--- src/rtl/lsl_pkg.sv ---
// Shared constants, coefficient tables and stage types for the lux calculation pipeline.
`default_nettype none
package lsl_pkg;

  localparam int CNT_W    = 16;
  localparam int PROD_W   = 2 * CNT_W;
  localparam int SCALE_SH = 10;
  localparam int SC_W     = PROD_W - SCALE_SH;
  localparam int REM_W    = SC_W + 1;
  localparam int QUO_W    = 11;
  localparam int COEF_W   = 10;
  localparam int TERM_W   = SC_W + COEF_W;
  localparam int LUX_SH   = 14;
  localparam int LUX_W    = 18;
  localparam int SEG_NUM  = 8;
  localparam int SEG_W    = 3;

  localparam logic [CNT_W-1:0]  SCALE_RESET = 16'hFE70;
  localparam logic [TERM_W:0]   LUX_ROUND   = (TERM_W + 1)'(1 << (LUX_SH - 1));

  typedef logic [COEF_W-1:0] coef_t;

  localparam coef_t SEG_LIMIT [0:SEG_NUM-2] = '{
    10'h040, 10'h080, 10'h0C0, 10'h100, 10'h138, 10'h19A, 10'h29A
  };
  localparam coef_t SEG_ICPT [0:SEG_NUM-1] = '{
    10'h1F2, 10'h214, 10'h23F, 10'h270, 10'h16F, 10'h0D2, 10'h018, 10'h000
  };
  localparam coef_t SEG_SLOPE [0:SEG_NUM-1] = '{
    10'h1BE, 10'h2D1, 10'h37B, 10'h3FE, 10'h1FC, 10'h0FB, 10'h012, 10'h000
  };

  typedef struct packed {
    logic [SC_W-1:0]  sc0;
    logic [SC_W-1:0]  sc1;
    logic [REM_W-1:0] rem;
    logic [QUO_W-1:0] quo;
    logic             ovf;
    logic             zero;
  } div_t;

endpackage
`default_nettype wire

--- src/rtl/lsl_div_cell.sv ---
// One restoring-division cell: resolves one ratio quotient bit and hands the beat on.
`default_nettype none
module lsl_div_cell (
  input  wire              clk,
  input  wire              rst_n,
  input  wire              valid_i,
  input  wire lsl_pkg::div_t data_i,
  input  wire              down_ld_i,
  output logic             ld_o,
  output logic             valid_o,
  output lsl_pkg::div_t    data_o
);

  logic                          valid_r;
  lsl_pkg::div_t                 data_r;
  lsl_pkg::div_t                 data_nxt;
  logic                          qbit;
  logic [lsl_pkg::REM_W-1:0]     diff;

  assign ld_o = !valid_r || down_ld_i;

  always_comb begin
    qbit     = data_i.rem >= {1'b0, data_i.sc0};
    diff     = qbit ? (data_i.rem - {1'b0, data_i.sc0}) : data_i.rem;
    data_nxt = data_i;
    data_nxt.rem = {diff[lsl_pkg::REM_W-2:0], 1'b0};
    data_nxt.quo = {data_i.quo[lsl_pkg::QUO_W-2:0], qbit};
  end

  always_ff @(posedge clk) begin
    if (!rst_n) begin
      valid_r <= 1'b0;
    end else if (ld_o) begin
      valid_r <= valid_i;
    end
  end

  always_ff @(posedge clk) begin
    if (ld_o && valid_i) begin
      data_r <= data_nxt;
    end
  end

  assign valid_o = valid_r;
  assign data_o  = data_r;

endmodule
`default_nettype wire

--- src/rtl/lsl_lux_tail.sv ---
// Segment pick, coefficient products and rounded lux output stage.
`default_nettype none
module lsl_lux_tail (
  input  wire                          clk,
  input  wire                          rst_n,
  input  wire                          valid_i,
  input  wire lsl_pkg::div_t           data_i,
  output logic                         ld_o,
  output logic                         out_valid,
  input  wire                          out_ready,
  output logic [lsl_pkg::LUX_W-1:0]    out_lux
);

  logic                           ta_valid_r;
  logic [lsl_pkg::TERM_W-1:0]     term0_r;
  logic [lsl_pkg::TERM_W-1:0]     term1_r;
  logic                           out_valid_r;
  logic [lsl_pkg::LUX_W-1:0]      lux_r;
  logic                           ld_b;
  logic [lsl_pkg::SEG_W-1:0]      seg;
  logic [lsl_pkg::TERM_W-1:0]     term0_nxt;
  logic [lsl_pkg::TERM_W-1:0]     term1_nxt;
  logic [lsl_pkg::TERM_W-1:0]     diff;
  logic [lsl_pkg::TERM_W:0]       rnd;

  assign ld_b = !out_valid_r || out_ready;
  assign ld_o = !ta_valid_r || ld_b;

  always_comb begin
    seg = lsl_pkg::SEG_W'(lsl_pkg::SEG_NUM - 1);
    for (int k = lsl_pkg::SEG_NUM - 2; k >= 0; k--) begin
      if (data_i.quo <= {lsl_pkg::SEG_LIMIT[k], 1'b0}) begin
        seg = lsl_pkg::SEG_W'(k);
      end
    end
    if (data_i.zero) begin
      seg = '0;
    end else if (data_i.ovf) begin
      seg = lsl_pkg::SEG_W'(lsl_pkg::SEG_NUM - 1);
    end
    term0_nxt = lsl_pkg::TERM_W'(data_i.sc0) * lsl_pkg::TERM_W'(lsl_pkg::SEG_ICPT[seg]);
    term1_nxt = lsl_pkg::TERM_W'(data_i.sc1) * lsl_pkg::TERM_W'(lsl_pkg::SEG_SLOPE[seg]);
  end

  always_comb begin
    diff = (term0_r > term1_r) ? (term0_r - term1_r) : '0;
    rnd  = {1'b0, diff} + lsl_pkg::LUX_ROUND;
  end

  always_ff @(posedge clk) begin
    if (!rst_n) begin
      ta_valid_r  <= 1'b0;
      out_valid_r <= 1'b0;
    end else begin
      if (ld_o) begin
        ta_valid_r <= valid_i;
      end
      if (ld_b) begin
        out_valid_r <= ta_valid_r;
      end
    end
  end

  always_ff @(posedge clk) begin
    if (ld_o && valid_i) begin
      term0_r <= term0_nxt;
      term1_r <= term1_nxt;
    end
    if (ld_b && ta_valid_r) begin
      lux_r <= rnd[lsl_pkg::LUX_SH +: lsl_pkg::LUX_W];
    end
  end

  assign out_valid = out_valid_r;
  assign out_lux   = lux_r;

endmodule
`default_nettype wire

--- src/rtl/light_sensor_lux_calc_unit.sv ---
// Path: a beat accepted into the scale multiply stage passes the ratio head,
// eleven divider cells and two tail stages before showing as out_valid.
// Throughput: one beat per cycle while out_ready is high; each stage holds one
// beat and advances when the next frees. Reset: synchronous active-low rst_n
// clears every stage valid and loads scale_r with 0xFE70.
`default_nettype none
module light_sensor_lux_calc_unit (
  input  wire                          clk,
  input  wire                          rst_n,
  input  wire                          cfg_wr_en,
  input  wire [lsl_pkg::CNT_W-1:0]     cfg_wr_data,
  input  wire                          in_valid,
  output logic                         in_ready,
  input  wire [lsl_pkg::CNT_W-1:0]     in_broadband_count,
  input  wire [lsl_pkg::CNT_W-1:0]     in_infrared_count,
  output logic                         out_valid,
  input  wire                          out_ready,
  output logic [lsl_pkg::LUX_W-1:0]    out_lux
);

  logic [lsl_pkg::CNT_W-1:0]   scale_r;
  logic                        s1_valid_r;
  logic [lsl_pkg::PROD_W-1:0]  p0_r;
  logic [lsl_pkg::PROD_W-1:0]  p1_r;
  logic                        s1_ld;
  logic                        s2_valid_r;
  lsl_pkg::div_t               s2_r;
  lsl_pkg::div_t               s2_nxt;
  logic                        s2_ld;
  logic [lsl_pkg::SC_W-1:0]    sc0;
  logic [lsl_pkg::SC_W-1:0]    sc1;

  lsl_pkg::div_t               cell_d [0:lsl_pkg::QUO_W];
  logic                        cell_v [0:lsl_pkg::QUO_W];
  logic                        ld_w   [0:lsl_pkg::QUO_W];

  always_ff @(posedge clk) begin
    if (!rst_n) begin
      scale_r <= lsl_pkg::SCALE_RESET;
    end else if (cfg_wr_en) begin
      scale_r <= cfg_wr_data;
    end
  end

  assign s1_ld    = !s1_valid_r || s2_ld;
  assign s2_ld    = !s2_valid_r || ld_w[0];
  assign in_ready = s1_ld;

  always_comb begin
    sc0 = p0_r[lsl_pkg::SCALE_SH +: lsl_pkg::SC_W];
    sc1 = p1_r[lsl_pkg::SCALE_SH +: lsl_pkg::SC_W];
    s2_nxt.sc0  = sc0;
    s2_nxt.sc1  = sc1;
    s2_nxt.rem  = {1'b0, sc1};
    s2_nxt.quo  = '0;
    s2_nxt.zero = sc0 == '0;
    s2_nxt.ovf  = {1'b0, sc1} >= {sc0, 1'b0};
  end

  always_ff @(posedge clk) begin
    if (!rst_n) begin
      s1_valid_r <= 1'b0;
      s2_valid_r <= 1'b0;
    end else begin
      if (s1_ld) begin
        s1_valid_r <= in_valid;
      end
      if (s2_ld) begin
        s2_valid_r <= s1_valid_r;
      end
    end
  end

  always_ff @(posedge clk) begin
    if (s1_ld && in_valid) begin
      p0_r <= lsl_pkg::PROD_W'(in_broadband_count) * lsl_pkg::PROD_W'(scale_r);
      p1_r <= lsl_pkg::PROD_W'(in_infrared_count) * lsl_pkg::PROD_W'(scale_r);
    end
    if (s2_ld && s1_valid_r) begin
      s2_r <= s2_nxt;
    end
  end

  assign cell_d[0] = s2_r;
  assign cell_v[0] = s2_valid_r;

  for (genvar k = 0; k < lsl_pkg::QUO_W; k++) begin : g_cell
    lsl_div_cell u_cell (
      .clk       (clk),
      .rst_n     (rst_n),
      .valid_i   (cell_v[k]),
      .data_i    (cell_d[k]),
      .down_ld_i (ld_w[k+1]),
      .ld_o      (ld_w[k]),
      .valid_o   (cell_v[k+1]),
      .data_o    (cell_d[k+1])
    );
  end

  lsl_lux_tail u_tail (
    .clk       (clk),
    .rst_n     (rst_n),
    .valid_i   (cell_v[lsl_pkg::QUO_W]),
    .data_i    (cell_d[lsl_pkg::QUO_W]),
    .ld_o      (ld_w[lsl_pkg::QUO_W]),
    .out_valid (out_valid),
    .out_ready (out_ready),
    .out_lux   (out_lux)
  );

endmodule
`default_nettype wire

--- config.mk ---
export PLATFORM = sky130hd
export DESIGN_NAME = light_sensor_lux_calc_unit
export DESIGN_NICKNAME = d
export VERILOG_FILES = /design/src/rtl/lsl_pkg.sv /design/src/rtl/lsl_div_cell.sv /design/src/rtl/lsl_lux_tail.sv /design/src/rtl/light_sensor_lux_calc_unit.sv
export SDC_FILE = /design/constraint.sdc
export NUM_CORES = 2
export LEC_CHECK = 0
export BUFFER_PORTS_ARGS = -buffer_cell sky130_fd_sc_hd__buf_2
export CAP_MARGIN = 5
export CORE_ASPECT_RATIO = 1.1
export CORE_UTILIZATION = 30
export DETAILED_ROUTE_END_ITERATION = 10
export PLACE_DENSITY_LB_ADDON = 0.25
export SETUP_SLACK_MARGIN = 0.05
export SYNTH_ARGS = -nofsm -noshare
export SYNTH_HDL_FRONTEND = slang
export SYNTH_SLANG_ARGS = --single-unit
--- constraint.sdc ---
create_clock -name clk -period 7.86 [get_ports clk]
set_input_delay 0.393 -clock clk [delete_from_list [all_inputs] [get_ports clk]]
set_output_delay 0.393 -clock clk [all_outputs]
set_load 0.02 [all_outputs]
* After elaboration in Yosys (flattened, before gate mapping)
Memory sizes are Yosys's and may differ from the RTL's.
Cells that the tools add are included.
Widths: inputs -> output; s select.
** Word-level totals
- Register bits :: 1015
- Bits in latches :: 0
- Bits in writable memories :: 0
- Bits in read-only memories :: 160
- Input bits :: 53
- Output and inout bits :: 20
- Memories :: 2
** Memories
- (name not given) :: words 8, width 10, read ports 1, clocked after Yosys merged registers in 0, wr ports 0, line lsl_lux_tail.sv:42 : term1_nxt = lsl_pkg::TERM_W'(data_i.sc1) * lsl_pkg::TERM_W'(lsl_pkg::SEG_SLOPE[seg]);
- (name not given) :: words 8, width 10, read ports 1, clocked after Yosys merged registers in 0, wr ports 0, line lsl_lux_tail.sv:41 : term0_nxt = lsl_pkg::TERM_W'(data_i.sc0) * lsl_pkg::TERM_W'(lsl_pkg::SEG_ICPT[seg]);
** Operators by class
- Add/sub/neg operators :: 12
- Multiply operators :: 4
- Divide/modulo/power cells :: 0
- Magnitude comparators :: 21
- Equality and inequality tests :: 0
- Shifts and indexed selects :: 0
- Muxes and demuxes :: 24
- Bitwise gates (word level) :: 1
- Reduce and logical (&&, ||, !) cells :: 46
** Operators by type and width (number)
- $ge 23x22->1 :: 10
- $mux 22 :: 10
- $sub 22x22->22 :: 10
- $mul 16x16->32 :: 2
- $mul 22x10->32 :: 2
- $mux 10 :: 4
- $le 11x10->1 const B :: 3
- $add 32x14->32 const B :: 1
- $gt 32x32->1 :: 1
- $mux 32 :: 1
- $sub 32x32->32 :: 1
- $ge 22x23->1 :: 1
- $ge 22x22->1 :: 1
- $le 11x9->1 const B :: 2
- $logic_not 22->1 :: 1
- $mux 3 :: 6
- $logic_and 1x1->1 :: 15
- $logic_not 1->1 :: 15
- $logic_or 1x1->1 :: 15
- $le 11x11->1 const B :: 1
- $le 11x8->1 const B :: 1
- $ge 4x4->1 const B :: 1
- $mux 2 :: 2
- $not 3->4 :: 1
- $mux 1 :: 1

* Longest topological paths before layout
- Depth in word-level cells :: 17
- Gate-level depth with buffers :: 36
- Depth with buffers taken out :: 35

* Cells and area by module
From an unflattened synthesis, not the netlist that was laid out.
** Unflattened totals
- Cell total of the unflattened synthesis :: 7904
- Area total of the unflattened synthesis :: 85533.3 µm²
** Modules (own cells, without submodules)
- lsl_div_cell at g_cell[5].u_cell ... :: times used 5, cells each 333, area each 4255.3 µm², seq. area each 2392.3 µm²
- lsl_div_cell at g_cell[0].u_cell ... :: times used 5, cells each 332, area each 4176.5 µm², seq. area each 2392.3 µm²
- light_sensor_lux_calc_unit :: times used 1, cells each 2215, area each 20846.2 µm², seq. area each 3062.9 µm²
- lsl_lux_tail :: times used 1, cells each 2036, area each 18406.4 µm², seq. area each 2502.4 µm²
- lsl_div_cell at g_cell[10].u_cell :: times used 1, cells each 328, area each 4121.5 µm², seq. area each 2392.3 µm²

* Least setup slack after synthesis
No wires, ideal clock.
- Kind :: register -> register
- Start point :: reg g_cell[10].u_cell.data_r (netlist bit g_cell[10].u_cell.data_o[4])
- End point :: reg u_tail.term1_r[30] in the netlist's numbering (data pin)
- Arrival time :: 8.274 ns
- Data required time :: 7.603 ns
- Path slack :: -0.671 ns
- Cell stages (with the launch flop) :: 36
- Buffers on the path :: 1
- Path through :: edfxtp_1 -> or4_1 -> or4_1 -> or2_1 -> inv_1 -> a21oi_1 -> nor3_1 -> a2111oi_0 -> nor2_1 -> inv_1 -> ha_1 -> nand2b_1 -> a21boi_1 -> clkbuf_1 -> nand2_1 -> fa_1 -> inv_1 -> fa_1 -> inv_1 -> fa_1 -> inv_1 -> fa_1 -> inv_1 -> fa_1 -> inv_1 -> ha_1 -> o21ai_0 -> nand2b_1 -> a31o_2 -> a21oi_1 -> o21ai_0 -> o41ai_1 -> o311ai_0 -> a21o_1 -> a21o_1 -> xor2_1
** On the way
- Word-level cells in the longest chain between the ends :: 15
- Elaborated cells on any way between the ends :: 21
** RTL lines
- start: declaration :: line lsl_div_cell.sv:15 : lsl_pkg::div_t data_r;
- start signal: assignment :: line lsl_div_cell.sv:40 : data_r <= data_nxt;
- $le 11x11->1 :: line lsl_lux_tail.sv:32 : if (data_i.quo <= {lsl_pkg::SEG_LIMIT[k], 1'b0}) begin
- $mux 1 :: line lsl_lux_tail.sv:32
- $mux 2 (2 in a row) :: line lsl_lux_tail.sv:32
- $mux 3 (3 in a row) :: line lsl_lux_tail.sv:32
- $mux 3 * :: line lsl_lux_tail.sv:32
- $mux 3 * :: line lsl_lux_tail.sv:38 : end else if (data_i.ovf) begin
- $mux 3 * :: line lsl_lux_tail.sv:36 : if (data_i.zero) begin
- $not 3->4 (implied by the code) * :: line lsl_lux_tail.sv:42
- $mem_v2 8x10 *
- $mux 10 (implied by the code) * (2 in a row) :: line lsl_lux_tail.sv:42
- $mul 22x10->32 * :: line lsl_lux_tail.sv:42
- via u_tail.term1_nxt (one bit) :: line lsl_lux_tail.sv:22 : logic [lsl_pkg::TERM_W-1:0] term1_nxt;
- end signal: assignment :: line lsl_lux_tail.sv:67 : term1_r <= term1_nxt;
- end: declaration :: line lsl_lux_tail.sv:16 : logic [lsl_pkg::TERM_W-1:0] term1_r;
The timed path passes the listed nets; every way through them passes the cells marked *. The select of a mux whose other input is x is not followed.
A chain may end at the register's enable or synchronous reset.

* Worst setup path in the final report
- Start point :: reg g_cell[10].u_cell.data_r (netlist bit g_cell[10].u_cell.data_o[4])
- End point :: reg u_tail.term0_r[31] in the netlist's numbering (data pin)
** On the way
- Word-level cells in the longest chain between the ends :: 15
- Elaborated cells on any way between the ends :: 21
** RTL lines
- $le 11x11->1 :: line lsl_lux_tail.sv:32
- $mux 1 :: line lsl_lux_tail.sv:32
- $mux 2 (2 in a row) :: line lsl_lux_tail.sv:32
- $mux 3 (3 in a row) :: line lsl_lux_tail.sv:32
- $mux 3 * :: line lsl_lux_tail.sv:32
- $mux 3 * :: line lsl_lux_tail.sv:38
- $mux 3 * :: line lsl_lux_tail.sv:36
- $not 3->4 (implied by the code) * :: line lsl_lux_tail.sv:41
- $mem_v2 8x10 *
- $mux 10 (implied by the code) * (2 in a row) :: line lsl_lux_tail.sv:41
- $mul 22x10->32 * :: line lsl_lux_tail.sv:41
- via u_tail.term0_nxt (one bit) :: line lsl_lux_tail.sv:21 : logic [lsl_pkg::TERM_W-1:0] term0_nxt;
- end signal: assignment :: line lsl_lux_tail.sv:66 : term0_r <= term0_nxt;
- end: declaration :: line lsl_lux_tail.sv:15 : logic [lsl_pkg::TERM_W-1:0] term0_r;
Marked as above.

==> results.json <==
{
  "outcome": "complete, but fails checks",
  "violations": "negative setup slack",
  "vias": 48700,
  "powerDensity_nw_per_um2": 259,
  "finalSetupViolCount": 7,
  "synthArstFlopShare": 0,
  "final_core_util": 0.346,
  "die_x_um": 482,
  "synth_commonest_cells": "inv_1 (1,199), edfxtp_1 (964), nand2_1 (781)",
  "cts_tree": "yes",
  "cp_max_fo": 18,
  "critPathCaptureType": "register",
  "rsz0062_at_grt": "true",
  "drive_gt1_frac": 0.120,
  "grt_pass1_vias": 52000,
  "slew_violations": 0,
  "die-area_sq_um": 255000,
  "area_growth_pct": 14.7,
  "grt_use_total": 0.143,
  "syn_area_sq_um": 75900,
  "clk_latency_ns": 0.75,
  "cts-root-buf": "clkbuf_16",
  "synthTopCellsByArea": "edfxtp_1 (38%), fa_1 (19%), ha_1 (11%), inv_1 (5.9%), nand2_1 (3.9%)",
  "firstDrtPassIters": 5,
  "drt.antenna.violating_nets": 0,
  "grt_max_degree": 73,
  "cap_violations": 0,
  "dpl.hpwl_mm": 146,
  "num_antenna_cells": 0,
  "synth_cells": 6913,
  "yosysWarnings": 0,
  "grt-ovfl-total": 0,
  "layout_worst_path_cycle_share": 1.03,
  "synth_flop_cell": "edfxtp_1",
  "startpoint_type": "register",
  "synth_nets": 8316,
  "fmax_mhz": 124,
  "synth_top_area_frac": 0.381,
  "start_util": 0.302,
  "cp.required_ns": 8.32,
  "ys_ff_latch": 995,
  "antenna_found_initial": 0,
  "synth_edf_count": 964,
  "clock_sinks": 995,
  "grt_first_pass_wirelength_mm": 286,
  "period_needed_ns": 8.06,
  "coreArea_sq_um": 251000,
  "cpPeakStageDelay_ns": 0.55,
  "layout_setup_ws_ns": -0.200,
  "total_power_mw": 22.5,
  "hold_violations": 0,
  "peakVddDrop_mv": 0.385,
  "drcViolationCount": 0,
  "initialDrtViolationCount": 2253,
  "gp_congestion": 0.882,
  "cp.arrival_ns": 8.52,
  "final_nets": 8594,
  "clkSlewWorstSetupHoldPaths_ns": 0.06,
  "cpMaxStageDelayCell": "or4_4",
  "critPathTopFamily": "adder cells",
  "io_pins": 73,
  "pre_cts_ws_ns": -0.687,
  "syn_avg_cell_area_sq_um": 11.0,
  "ctsLongestPathBuffers": 3,
  "fin_skew_ns": 0.0455,
  "wl_per_cell_um": 17.2,
  "placement.cell_area_sq_um": 81900,
  "die_h_um": 530,
  "io_buffers": 72,
  "power_leakage_nw": 37.7,
  "ys_seq_area_frac": 0.390,
  "viasPerCell": 4.60,
  "relSlewSlack": 0.216,
  "cpMostUsedCell": "fa_1",
  "worst_pin_slew_ns": 1.17,
  "cts_buffers": 107,
  "rows": 193,
  "synth_area_leader_cell": "edfxtp_1",
  "crit_type": "reg -> reg",
  "synth_cell_types": 93,
  "synth.most_common_cell": "inv_1",
  "ctsHtreeMaxLevel": 3,
  "fin_area_sq_um": 87100,
  "worst-path-buf-inv": 5,
  "hp-class": "in -> reg",
  "hold_ws_ns": 0.121,
  "routed_wl_mm": 182
}
-- flip-flops by register name, indices dropped and copies added, names as in the netlist --
signal and flops:
p1_r 22, s2_valid_r 1, u_tail.ta_valid_r 1, s1_valid_r 1
u_tail.term1_r 32, cell_d 46, g_cell.u_cell.data_o 792, u_tail.term0_r 32
u_tail.out_valid 1, u_tail.out_lux 18, scale_r 16, p0_r 22
g_cell.u_cell.valid_o 11
-- per-stage QoR --
stage / instances / setup TNS [ns]
finish: 10600 / -0.947
global placement: 10300 / -8.39
global route: 10600 / -5.92
detailed placement: 10300 / -10.78
floorplan: 6913 / -0.319
CTS: 10600 / -0.944
-- layer usage --
| layer | vias to the layer above | global-route usage | wire length [um] |
|---|---|---|---|
| met5 | - | 0 | 0 |
| met2 | 724 | 0.275 | 97900 |
| met3 | 302 | 0.0161 | 4440 |
| li1 | 23500 | - | - |
| met1 | 24200 | 0.157 | 71500 |
| met4 | 0 | 0.0600 | 8440 |
-- final cells by class --
cell class / instances / area (sq um)
fillers: 24900 / 164000
multi-input cells: 4521 / 42200
flip-flops and latches: 995 / 29600
inverters: 1199 / 4500
well taps: 3315 / 4150
repair buffers: 367 / 2930
clock buffers: 134 / 2820
clock inverters: 68 / 905
-- timing repair --
action,in CTS,in global routing
setup endpoints to repair,33,30
pin swaps,53,61
gates resized for setup,76,126
gates cloned,1,2
hold buffers,16,0
setup buffers,21,22
endpoints found under the hold margin,16,0
-- worst register-to-register path: cells and delay by family (launching register included) --
| kind | cells | cell delay [ns] |
|---|---|---|
| flops | 1 | 0.39 |
| buf+inv | 5 | 0.33 |
| fa+ha+maj | 7 | 2.85 |
| compound gates | 9 | 1.86 |
| xor+xnor | 1 | 0.08 |
| simple gates | 9 | 2.31 |
-- worst paths after layout --
kind | from | endpoint | slack, ns | cells after the start
worst max register to register | g_cell[10].u_cell.data_o[4] | u_tail.term0_r[31] | -0.20 | 31
worst max-delay path | g_cell[10].u_cell.data_o[4] | u_tail.term0_r[31] | -0.20 | 31
worst min register to register | g_cell[3].u_cell.data_o[36] | g_cell[4].u_cell.data_o[36] | 0.42 | 0
worst min-delay path | in_valid | s1_valid_r | 0.12 | 3
-- kinds of logic after synthesis --
group / share of synthesized area
flip-flops: 0.390
multiplexers: 0.0228
adder cells (fa/ha/maj): 0.293
XOR/XNOR: 0.0315
buffers and inverters: 0.0694
AO/OA/AOI/OAI: 0.0782
AND/OR/NAND/NOR: 0.116
-- placed cells by master, fill, tap and decap left out, types with 19 or more instances in the layout --
cell type | netlist | layout
nor2b_1 | 83 | 74
a21oi_2 | 2 | 22
o21bai_1 | 26 | 25
clkinv_2 | 0 | 19
xor2_1 | 98 | 98
a31oi_1 | 31 | 27
clkbuf_1 | 146 | 24
o21a_1 | 47 | 47
fa_1 | 712 | 692
buf_6 | 0 | 24
mux2i_1 | 30 | 30
o21ai_1 | 17 | 22
o21ai_0 | 186 | 163
and3_1 | 40 | 39
o31ai_1 | 23 | 20
nand2_2 | 0 | 22
edfxtp_1 | 964 | 964
fa_2 | 0 | 20
buf_4 | 2 | 237
clkbuf_16 | 0 | 109
a21o_1 | 127 | 127
nand4_1 | 45 | 45
ha_1 | 638 | 615
nand2_1 | 781 | 754
a211oi_1 | 23 | 21
nor2_1 | 234 | 230
a21oi_1 | 293 | 269
xnor2_1 | 173 | 173
nand3_1 | 47 | 43
mux2_2 | 117 | 117
dfxtp_1 | 31 | 30
nand2b_1 | 49 | 46
ha_4 | 0 | 20
buf_2 | 13 | 72
a21boi_0 | 35 | 30
nor3_1 | 66 | 62
inv_1 | 1199 | 1182
and2_1 | 366 | 363
-- power by group --
| part | switching [mW] | internal, mW |
|---|---|---|
| Sequential | 0.217 | 6.60 |
| Clock | 2.20 | 3.13 |
| Combinational | 6.17 | 4.21 |
| Total | 8.58 | 13.9 |
No activity file was read; power rests on OpenSTA's default activity.
